### src/hw/rtl/hng_pkg.sv
// ----------------------------------------------------------------------------
// hng_pkg
// Shared types, widths and codes of the heightmap normal generator.
// ----------------------------------------------------------------------------
package hng_pkg;

    localparam int MAX_WIDTH_DEF   = 1024;
    localparam int SAMPLE_BITS_DEF = 16;

    localparam int SAMPLE_W       = 16;
    localparam int NORMAL_W       = 16;
    localparam int CFG_INDEX_W    = 3;
    localparam int CFG_DATA_W     = 32;
    localparam int IMAGE_WIDTH_W  = 11;
    localparam int IMAGE_HEIGHT_W = 13;
    localparam int MAX_HEIGHT_W   = 24;
    localparam int STEP_W         = 32;
    localparam int ROW_W          = 13;

    localparam logic [IMAGE_WIDTH_W-1:0]  IMAGE_WIDTH_RST  = 11'd1024;
    localparam logic [IMAGE_HEIGHT_W-1:0] IMAGE_HEIGHT_RST = 13'd1024;
    localparam logic [MAX_HEIGHT_W-1:0]   MAX_HEIGHT_RST   = 24'd256;
    localparam logic [STEP_W-1:0]         STEP_RST         = 32'd65536;

    localparam logic [NORMAL_W-1:0] NORMAL_MID  = 16'd32767;
    localparam logic [NORMAL_W-1:0] NORMAL_FULL = 16'hFFFF;

    typedef enum logic [CFG_INDEX_W-1:0] {
        CFG_IMAGE_WIDTH,
        CFG_IMAGE_HEIGHT,
        CFG_MAX_HEIGHT,
        CFG_STEP_X,
        CFG_STEP_Y
    } cfg_index_t;

    typedef enum logic [2:0] {
        T_IDLE,
        T_RD0,
        T_RD1,
        T_RD2,
        T_MATH,
        T_OUT
    } top_state_t;

    typedef enum logic [4:0] {
        M_IDLE,
        M_MA,
        M_MX0,
        M_MX1,
        M_MC,
        M_MZ0,
        M_MZ1,
        M_MP,
        M_FY,
        M_NORM,
        M_SQX,
        M_SQY,
        M_SQZ,
        M_SQRT,
        M_CHK,
        M_DIV,
        M_DONE
    } math_state_t;

    typedef enum logic [1:0] {
        DIV_X,
        DIV_Y,
        DIV_Z
    } div_sel_t;

    typedef struct packed {
        logic rd_en;
        logic wr_en;
    } lb_ctrl_t;

    typedef struct packed {
        logic busy;
        logic done;
    } nu_status_t;

endpackage

### src/hw/rtl/hng_normal_unit.sv
// ----------------------------------------------------------------------------
// hng_normal_unit
// Iterative normal solver around one shared 32x32 multiplier: products,
// common scaling, square root and three restoring divisions, or a fixed normal for zero length.
// ----------------------------------------------------------------------------
module hng_normal_unit
    import hng_pkg::*;
#(
    parameter int SAMPLE_BITS = SAMPLE_BITS_DEF
)(
    input  logic                    clk,
    input  logic                    rst_n,
    input  logic                    start,
    input  logic [SAMPLE_BITS-1:0]  left,
    input  logic [SAMPLE_BITS-1:0]  right,
    input  logic [SAMPLE_BITS-1:0]  up,
    input  logic [SAMPLE_BITS-1:0]  down,
    input  logic [MAX_HEIGHT_W-1:0] max_height,
    input  logic [STEP_W-1:0]       step_x,
    input  logic [STEP_W-1:0]       step_y,
    output nu_status_t              status,
    output logic [NORMAL_W-1:0]     normal_x,
    output logic [NORMAL_W-1:0]     normal_y,
    output logic [NORMAL_W-1:0]     normal_z
);

    localparam int AW2    = SAMPLE_BITS + MAX_HEIGHT_W;
    localparam int VW     = AW2 + STEP_W;
    localparam int YFW    = 2 * STEP_W + SAMPLE_BITS;
    localparam int NORM_W = 31;
    localparam int SQ_W   = 64;
    localparam int L_W    = 32;
    localparam int DEN_W  = L_W + 1;
    localparam int NUM_W  = DEN_W + NORMAL_W;
    localparam int CNT_W  = $clog2(NORMAL_W);

    math_state_t state_reg, state_next;

    logic [SAMPLE_BITS-1:0] dmag_reg, emag_reg;
    logic                   xneg_reg, zneg_reg;
    logic [AW2-1:0]         a_reg;
    logic [VW-1:0]          x_reg, y_reg, z_reg;
    logic [SQ_W-1:0]        acc_reg, root_reg, bit_reg;
    logic [NUM_W-1:0]       rem_reg, dsh_reg;
    logic [NORMAL_W-1:0]    q_reg;
    logic [CNT_W-1:0]       cnt_reg;
    div_sel_t               sel_reg;
    logic [NORMAL_W-1:0]    nx_reg, ny_reg, nz_reg;

    logic [31:0]     mul_a, mul_b;
    logic [63:0]     mul_p;
    logic [YFW-1:0]  y_full;
    logic [VW-1:0]   y_fold;
    logic [VW-1:0]   any_w;
    logic            big;
    logic [SQ_W:0]   rb;
    logic            take;
    logic [L_W-1:0]  l_val;
    div_sel_t        setup_sel;
    logic [DEN_W-1:0] setup_src, setup_den;
    logic [NUM_W-1:0] setup_num, setup_dsh;
    logic            ge;
    logic [NORMAL_W-1:0] q_new;

    always_comb
    begin
        mul_a = '0;
        mul_b = '0;
        case (state_reg)
            M_MA:
            begin
                mul_a = 32'(dmag_reg);
                mul_b = 32'(max_height);
            end
            M_MX0:
            begin
                mul_a = a_reg[31:0];
                mul_b = step_y;
            end
            M_MX1:
            begin
                mul_a = 32'(a_reg >> 32);
                mul_b = step_y;
            end
            M_MC:
            begin
                mul_a = 32'(emag_reg);
                mul_b = 32'(max_height);
            end
            M_MZ0:
            begin
                mul_a = a_reg[31:0];
                mul_b = step_x;
            end
            M_MZ1:
            begin
                mul_a = 32'(a_reg >> 32);
                mul_b = step_x;
            end
            M_MP:
            begin
                mul_a = step_x;
                mul_b = step_y;
            end
            M_SQX:
            begin
                mul_a = 32'(x_reg[NORM_W-1:0]);
                mul_b = 32'(x_reg[NORM_W-1:0]);
            end
            M_SQY:
            begin
                mul_a = 32'(y_reg[NORM_W-1:0]);
                mul_b = 32'(y_reg[NORM_W-1:0]);
            end
            M_SQZ:
            begin
                mul_a = 32'(z_reg[NORM_W-1:0]);
                mul_b = 32'(z_reg[NORM_W-1:0]);
            end
            default:
            begin
            end
        endcase
    end

    assign mul_p = mul_a * mul_b;

    assign y_full = (YFW'(y_reg[2*STEP_W-1:0]) << SAMPLE_BITS) - YFW'(y_reg[2*STEP_W-1:0]);
    assign y_fold = VW'(y_full >> 8);

    assign any_w = x_reg | y_reg | z_reg;
    assign big   = |any_w[VW-1:NORM_W];

    assign rb    = (SQ_W+1)'(root_reg) + (SQ_W+1)'(bit_reg);
    assign take  = (SQ_W+1)'(acc_reg) >= rb;
    assign l_val = root_reg[L_W-1:0];

    assign setup_sel = (state_reg == M_CHK) ? DIV_X : div_sel_t'(sel_reg + 2'd1);

    always_comb
    begin
        case (setup_sel)
            DIV_X:
            begin
                setup_src = xneg_reg ? DEN_W'(l_val) - DEN_W'(x_reg[NORM_W-1:0])
                                     : DEN_W'(l_val) + DEN_W'(x_reg[NORM_W-1:0]);
                setup_den = {l_val, 1'b0};
            end
            DIV_Y:
            begin
                setup_src = DEN_W'(y_reg[NORM_W-1:0]);
                setup_den = DEN_W'(l_val);
            end
            DIV_Z:
            begin
                setup_src = zneg_reg ? DEN_W'(l_val) - DEN_W'(z_reg[NORM_W-1:0])
                                     : DEN_W'(l_val) + DEN_W'(z_reg[NORM_W-1:0]);
                setup_den = {l_val, 1'b0};
            end
            default:
            begin
                setup_src = '0;
                setup_den = '0;
            end
        endcase
    end

    assign setup_num = (NUM_W'(setup_src) << NORMAL_W) - NUM_W'(setup_src);
    assign setup_dsh = NUM_W'(setup_den) << (NORMAL_W - 1);

    assign ge    = rem_reg >= dsh_reg;
    assign q_new = {q_reg[NORMAL_W-2:0], ge};

    always_comb
    begin
        state_next = state_reg;
        case (state_reg)
            M_IDLE: if (start) state_next = M_MA;
            M_MA:   state_next = M_MX0;
            M_MX0:  state_next = M_MX1;
            M_MX1:  state_next = M_MC;
            M_MC:   state_next = M_MZ0;
            M_MZ0:  state_next = M_MZ1;
            M_MZ1:  state_next = M_MP;
            M_MP:   state_next = M_FY;
            M_FY:   state_next = M_NORM;
            M_NORM: if (!big) state_next = M_SQX;
            M_SQX:  state_next = M_SQY;
            M_SQY:  state_next = M_SQZ;
            M_SQZ:  state_next = M_SQRT;
            M_SQRT: if (bit_reg[0]) state_next = M_CHK;
            M_CHK:  state_next = (l_val == '0) ? M_DONE : M_DIV;
            M_DIV:  if (cnt_reg == '0 && sel_reg == DIV_Z) state_next = M_DONE;
            M_DONE: state_next = M_IDLE;
            default: state_next = M_IDLE;
        endcase
    end

    always_ff @(posedge clk or negedge rst_n)
    begin
        if (!rst_n)
        begin
            state_reg <= M_IDLE;
        end
        else
        begin
            state_reg <= state_next;
        end
    end

    always_ff @(posedge clk)
    begin
        case (state_reg)
            M_IDLE:
            begin
                if (start)
                begin
                    xneg_reg <= right > left;
                    dmag_reg <= (right > left) ? right - left : left - right;
                    zneg_reg <= up < down;
                    emag_reg <= (up < down) ? down - up : up - down;
                end
            end
            M_MA:  a_reg <= AW2'(mul_p);
            M_MX0: x_reg <= VW'(mul_p);
            M_MX1: x_reg <= x_reg + (VW'(mul_p) << 32);
            M_MC:  a_reg <= AW2'(mul_p);
            M_MZ0: z_reg <= VW'(mul_p);
            M_MZ1: z_reg <= z_reg + (VW'(mul_p) << 32);
            M_MP:  y_reg <= VW'(mul_p);
            M_FY:  y_reg <= y_fold;
            M_NORM:
            begin
                if (big)
                begin
                    x_reg <= x_reg >> 1;
                    y_reg <= y_reg >> 1;
                    z_reg <= z_reg >> 1;
                end
            end
            M_SQX: acc_reg <= mul_p;
            M_SQY: acc_reg <= acc_reg + mul_p;
            M_SQZ:
            begin
                acc_reg  <= acc_reg + mul_p;
                root_reg <= '0;
                bit_reg  <= SQ_W'(1) << (SQ_W - 2);
            end
            M_SQRT:
            begin
                if (take)
                begin
                    acc_reg  <= acc_reg - rb[SQ_W-1:0];
                    root_reg <= (root_reg >> 1) + bit_reg;
                end
                else
                begin
                    root_reg <= root_reg >> 1;
                end
                bit_reg <= bit_reg >> 2;
            end
            M_CHK:
            begin
                if (l_val == '0)
                begin
                    nx_reg <= NORMAL_MID;
                    ny_reg <= NORMAL_FULL;
                    nz_reg <= NORMAL_MID;
                end
                else
                begin
                    sel_reg <= DIV_X;
                    rem_reg <= setup_num;
                    dsh_reg <= setup_dsh;
                    cnt_reg <= CNT_W'(NORMAL_W - 1);
                end
            end
            M_DIV:
            begin
                if (cnt_reg == '0)
                begin
                    case (sel_reg)
                        DIV_X:   nx_reg <= q_new;
                        DIV_Y:   ny_reg <= q_new;
                        DIV_Z:   nz_reg <= q_new;
                        default: nz_reg <= q_new;
                    endcase
                    sel_reg <= setup_sel;
                    rem_reg <= setup_num;
                    dsh_reg <= setup_dsh;
                    cnt_reg <= CNT_W'(NORMAL_W - 1);
                end
                else
                begin
                    q_reg   <= q_new;
                    rem_reg <= ge ? rem_reg - dsh_reg : rem_reg;
                    dsh_reg <= dsh_reg >> 1;
                    cnt_reg <= cnt_reg - 1'b1;
                end
            end
            default:
            begin
            end
        endcase
    end

    assign status.busy = state_reg != M_IDLE;
    assign status.done = state_reg == M_DONE;
    assign normal_x    = nx_reg;
    assign normal_y    = ny_reg;
    assign normal_z    = nz_reg;

endmodule

### config.mk
export PLATFORM = sky130hd
export DESIGN_NAME = hng_normal_unit
export DESIGN_NICKNAME = d
export VERILOG_FILES = /design/src/hw/rtl/hng_pkg.sv /design/src/hw/rtl/hng_normal_unit.sv
export SDC_FILE = /design/constraint.sdc
export NUM_CORES = 2
export LEC_CHECK = 0
export BUFFER_PORTS_ARGS = -buffer_cell sky130_fd_sc_hd__buf_4
export CAP_MARGIN = 20
export CORE_AREA = 2 2 548 332
export CTS_CLUSTER_DIAMETER = 60
export DETAILED_ROUTE_END_ITERATION = 8
export DIE_AREA = 0 0 550 334
export PLACE_DENSITY = 0.66
export SETUP_SLACK_MARGIN = 0.05
export SKIP_CTS_REPAIR_TIMING = 1
export SYNTH_ARGS = -nofsm -noshare
export SYNTH_HDL_FRONTEND = slang
export SYNTH_SLANG_ARGS = --single-unit
### constraint.sdc
create_clock -name clk -period 36.5 [get_ports clk]
set_input_delay 1.825 -clock clk [delete_from_list [all_inputs] [get_ports clk]]
set_output_delay 1.825 -clock clk [all_outputs]
set_load 0.01 [all_outputs]
## Word-level counts from Yosys, hierarchy flattened

Index checks and enable logic that the tools add are counted.

- Register bits after elaboration: 654
- Latch bits: 0
- Bits in writable memories: 0
- Memory bits (read-only): 0
- Output and inout bits: 50
- Memories kept: 0

- $add $sub $neg: 19
- $mul: 1
- Div/mod/pow operators: 0
- $lt $le $gt $ge: 4
- Eq/ne operators: 33
- Shifts and indexed selects: 0
- Muxes and demuxes: 50
- Bitwise logic cells: 3
- Reduce and logical (&&, ||, !) cells: 35

Operator list:

| kind | count |
|---|---|
| 72-bit case mux with 3 select lines | 3 |
| 32-bit case mux with 8 select lines | 1 |
| 64-bit case mux with 2 select lines | 2 |
| 72-bit two-way mux | 3 |
| 49-bit two-way mux | 4 |
| 49-bit case mux with 2 select lines | 2 |
| 32-bit case mux with 6 select lines | 1 |
| 64-bit case mux with 3 select lines | 1 |
| 16-bit two-way mux | 10 |
| 72-bit adder | 2 |
| 72-bit bitwise OR | 2 |
| 64-bit two-way mux | 2 |
| 33-bit case mux with 3 select lines | 1 |
| 16-bit case mux with 2 select lines | 3 |
| 5-bit case mux with 16 select lines | 1 |
| 80-bit by 64-bit subtractor with 80-bit output | 1 |
| 32-bit by 31-bit adder with 33-bit output | 2 |
| 33-bit two-way mux | 2 |
| 33-bit case mux with 2 select lines | 1 |
| 32-bit by 31-bit subtractor with 33-bit output | 2 |
| 64-bit by 64-bit adder with 65-bit output | 1 |
| 64-bit by 65-bit >= comparator with 1-bit output | 1 |
| 63-bit by 64-bit adder with 64-bit output | 1 |
| 64-bit adder | 1 |
| other kinds (41) | 95 |

## Longest topological paths before layout

- Word-level depth: 7
- Gate-level depth with buffers: 60

## Least setup slack after synthesis

Ideal clock, no wire load.

- Path type: flip-flop to flip-flop
- Start point: register state_reg[2]
- End point: register acc_reg[61] (data pin)
- Library setup time: 0.271 ns
- Arrival: 14.046 ns
- Data required time: 36.229 ns
- Slack: 22.183 ns
- Stages on the path, launching flop included: 54
- Path buffers: 6
- Clock period less this slack: 14.317 ns
- Path through: dfrtp_1 buf_6 nand2b_1 clkbuf_1 nor4_1 or2_2 clkbuf_1 clkbuf_1 a222oi_1 nand2_1 clkbuf_1 nand2_1 fa_1 inv_1 fa_1 inv_1 fa_1 fa_1 (+18 left out) nor2b_1 and4_1 xnor2_1 nand2_1 nand2_1 ha_1 inv_1 nor3_1 nand4_1 a2111oi_0 o21ai_0 a21boi_0 o21a_1 nor2_1 o21ai_0 o21a_1 mux2i_1 o211ai_1

- Cells in the longest elaborated chain, start to end: 6
- Elaborated cells on any way between the ends: 22
- Those cells by class: add/sub: 1; mul: 1; eq/ne: 11; mux: 3; reduce/logical: 6

RTL lines:

| what | RTL line | source |
|---|---|---|
| from (decl) | hng_normal_unit.sv:37 | `math_state_t state_reg, state_next;` |
| from (signal assigned) | hng_normal_unit.sv:207 | `state_reg <= state_next;` |
| 5-bit by 3-bit equality test with 1-bit output (tied with other cells) | hng_normal_unit.sv:69 | `case (state_reg)` |
| 3-bit OR reduction (no line) or 2-bit OR reduction (tied branches) | - |  |
| 32-bit case mux with 6 select lines or 32-bit case mux with 8 select lines (tied branches) | hng_normal_unit.sv:69 |  |
| 32-bit by 32-bit multiplier with 64-bit output * | hng_normal_unit.sv:126 | `assign mul_p = mul_a * mul_b;` |
| net mul_p[30] | hng_normal_unit.sv:51 | `logic [63:0] mul_p;` |
| 64-bit adder * | hng_normal_unit.sv:242, hng_normal_unit.sv:245 |  |
| 64-bit case mux with 3 select lines * | hng_normal_unit.sv:213 | `case (state_reg)` |
| to (signal assigned) | hng_normal_unit.sv:241 | `M_SQX: acc_reg <= mul_p;` |
| to (signal assigned) | hng_normal_unit.sv:242 | `M_SQY: acc_reg <= acc_reg + mul_p;` |
| to (signal assigned) | hng_normal_unit.sv:245 | `acc_reg <= acc_reg + mul_p;` |
| to (decl) | hng_normal_unit.sv:43 | `logic [SQ_W-1:0] acc_reg, root_reg, bit_reg;` |

Mark *: on every way through the listed nets, which the timed path passes. The rest lies on a longest branch.
A chain may end at the register's enable or synchronous reset.

## Worst setup path after layout

Same ends and word-level chain as after synthesis.

==> impl_metrics.json <==
{
  "avgViaCountPerCell": 6.320,
  "place_worst_setup_slack_ns": 20.13,
  "clock-sinks": 621,
  "cp.depth": 50,
  "drt-total-wl_um": 353500,
  "firstDrtPassIters": 9,
  "yosysSeqAreaShare": 0.2093,
  "ys_warn_count": 0,
  "ys.flop_type": "edfxtp_1",
  "path_class": "flip-flop to flip-flop",
  "cts_buffers": 77,
  "die_area_um2": 183700,
  "finClkSkew_ns": 0.04227,
  "track_usage": 0.3797,
  "gr-usage-met1": 0.5785,
  "coreArea_um2": 179600,
  "grt_pass1_wl_um": 517800,
  "htreeDepth": 3,
  "grt_pass1_vias": 77340,
  "critPathBufInv": 9,
  "fillers": 16630,
  "hold_violations": 0,
  "cts_tree": "built",
  "syn_nets": 12250,
  "final_common_cell": "inv_1",
  "clk_path_buf_depth": 3,
  "min_path_cells": 0,
  "synthTopCellsByArea": "edfxtp_1 (21%), fa_1 (20%), ha_1 (11%)",
  "grt_setup_unrepaired": "no",
  "clockRootBuffer": "clkbuf_16",
  "drv_cap": 0,
  "synth-edff-count": 616,
  "use_met2": 0.4830,
  "ys_ff_latch": 621,
  "reg2reg_slack_ns": 19.64,
  "grt-ovfl-total": 0,
  "mostFrequentLayoutCells": "inv_1 (1298), nand2_1 (1168), nor2_1 (1097), fa_1 (905), ha_1 (749)",
  "fmax_ghz": 0.05932,
  "rows": 121,
  "synth_top_area_cell": "edfxtp_1",
  "violations": "DRC",
  "synth_top_area_frac": 0.2079,
  "crit_path_start_kind": "flip-flop",
  "layout.nets": 12310,
  "dpl.hpwl_um": 281600,
  "vias": 81880,
  "crit_path_end_kind": "flip-flop",
  "synthArstFlopShare": 0.008052,
  "critPathArrivalTime_ns": 17.25,
  "final.setup.tns_ns": 0,
  "syn_area_um2": 88970,
  "ios": 205,
  "fin_crit_ns": 16.86,
  "cpMostUsedCell": "fa_1",
  "grt_use_met3": 0.1584,
  "tightestPinTransition_ns": 1.500,
  "slew_headroom": 0.0001991,
  "drt_iter0_drc": 11880,
  "status": "finished with violations",
  "setup_viol": 0,
  "antenna_found_initial": 18,
  "post-route-period-util": 0.4619,
  "grt-busiest-layer": "met1",
  "initial_core_util": 0.4955,
  "crit_required_ns": 36.89,
  "drcViolationCount": 1,
  "max_stage_delay_ns": 1.20,
  "grt_max_degree": 100,
  "drtAntennaViolNets": 0,
  "insertion_delay_ns": 0.70,
  "syn_inst": 10440,
  "worstRegToRegCells": 50,
  "crit_fanout": 22,
  "die_w_um": 550,
  "drv_slew": 0,
  "holdCritPathClass": "flip-flop to flip-flop",
  "io_buffers": 204,
  "slowest_stage": "a222oi_1",
  "die_y_um": 334,
  "place.gp.congestion": 1.099,
  "wl_per_cell_um": 27.28,
  "fin_ws_ns": 19.64,
  "critical-path-top-delay-family": "adder cells",
  "ys_types": 106,
  "path_clk_slew_ns": 0.06,
  "layout-drive-gt1-share": 0.06899,
  "syn2layout_area_growth_pct": 8.531,
  "syn_avg_cell_area_um2": 8.524
}
==> worst register-to-register path, delay by kind of cell, from the launching register on <==
| family | cells | cell delay (ns) |
|---|---|---|
| muxes | 1 | 0.21 |
| buffers and inverters | 9 | 1.59 |
| xor gates and xnor gates | 2 | 0.34 |
| AOI/OAI and AO/OA | 13 | 4.60 |
| DFF | 1 | 0.74 |
| and+or+nand+nor | 15 | 4.17 |
| adders and majority gates | 10 | 4.92 |
==> path summary, 6_finish.rpt <==
| path | endpoint | from |
|---|---|---|
| max | acc_reg[61] | state_reg[2] |
| max in group asynchronous | state_reg[0] | rst_n |
| max reg2reg | acc_reg[61] | state_reg[2] |
| min in group asynchronous | state_reg[4] | rst_n |
| min | q_reg[13] | q_reg[12] |
| min reg2reg | q_reg[13] | q_reg[12] |
==> layout make-up <==
type / instances / area, um^2 / area share
antenna: 6 / 15.01 / 0.0001555
timing repair buffer: 491 / 3711 / 0.03843
sequential: 621 / 18630 / 0.1929
tap: 2398 / 3000 / 0.03107
inverter: 1305 / 4902 / 0.05077
multi-input combinational: 8002 / 63780 / 0.6605
clock inverter: 44 / 486.7 / 0.005041
clock buffer: 89 / 2036 / 0.02108
==> stage by stage <==
step	util	hold slack [ns]	instance area, um^2	std cells
after floorplan	-	0.4358	88970	10440
after global placement	0.5231	0.4462	93930	12810
after detailed placement	0.5232	0.4531	93940	12810
after CTS	0.5372	0.4707	96460	12940
after global routing	0.5377	0.4913	96550	12950
final	0.5378	0.4721	96560	12960
==> cell usage after synthesis (all sizes together) (59+ instances only) <==
library cell / n
and2: 70
xor2: 237
nand3: 122
and3: 136
o21ai: 554
o21bai: 84
inv: 1304
a31oi: 111
a211oi: 96
nor2b: 93
a21oi: 668
nor3: 136
nor4: 85
nand2b: 92
xnor2: 313
ha: 749
a21o: 242
nand2: 1172
nor2: 1107
or3: 105
fa: 905
a22oi: 59
nand4: 107
clkbuf: 473
o21a: 77
edfxtp: 616
==> routing by layer <==
metal | routed length, um | part of all wire
met1 | 154500 | 0.44
met2 | 129800 | 0.37
met3 | 59150 | 0.17
met4 | 9923 | 0.028
met5 | 75 | 0.00021
==> logic make-up (layout without fill, tap and decap cells) <==
logic type / after synthesis / in the layout / share of synthesized area
compound gates: 2383 / 2383 / 0.1721
xor+xnor: 550 / 550 / 0.05414
fa+ha+maj: 1654 / 1654 / 0.3090
buf+inv: 1815 / 1929 / 0.07680
flops: 621 / 621 / 0.2093
mux: 63 / 63 / 0.007271
other cells: 0 / 6 / 0
simple gates: 3352 / 3352 / 0.1714
Power is left out: the tool's default activity adds up to more than one toggle a clock period on the data nets, which glitch-free logic cannot reach.
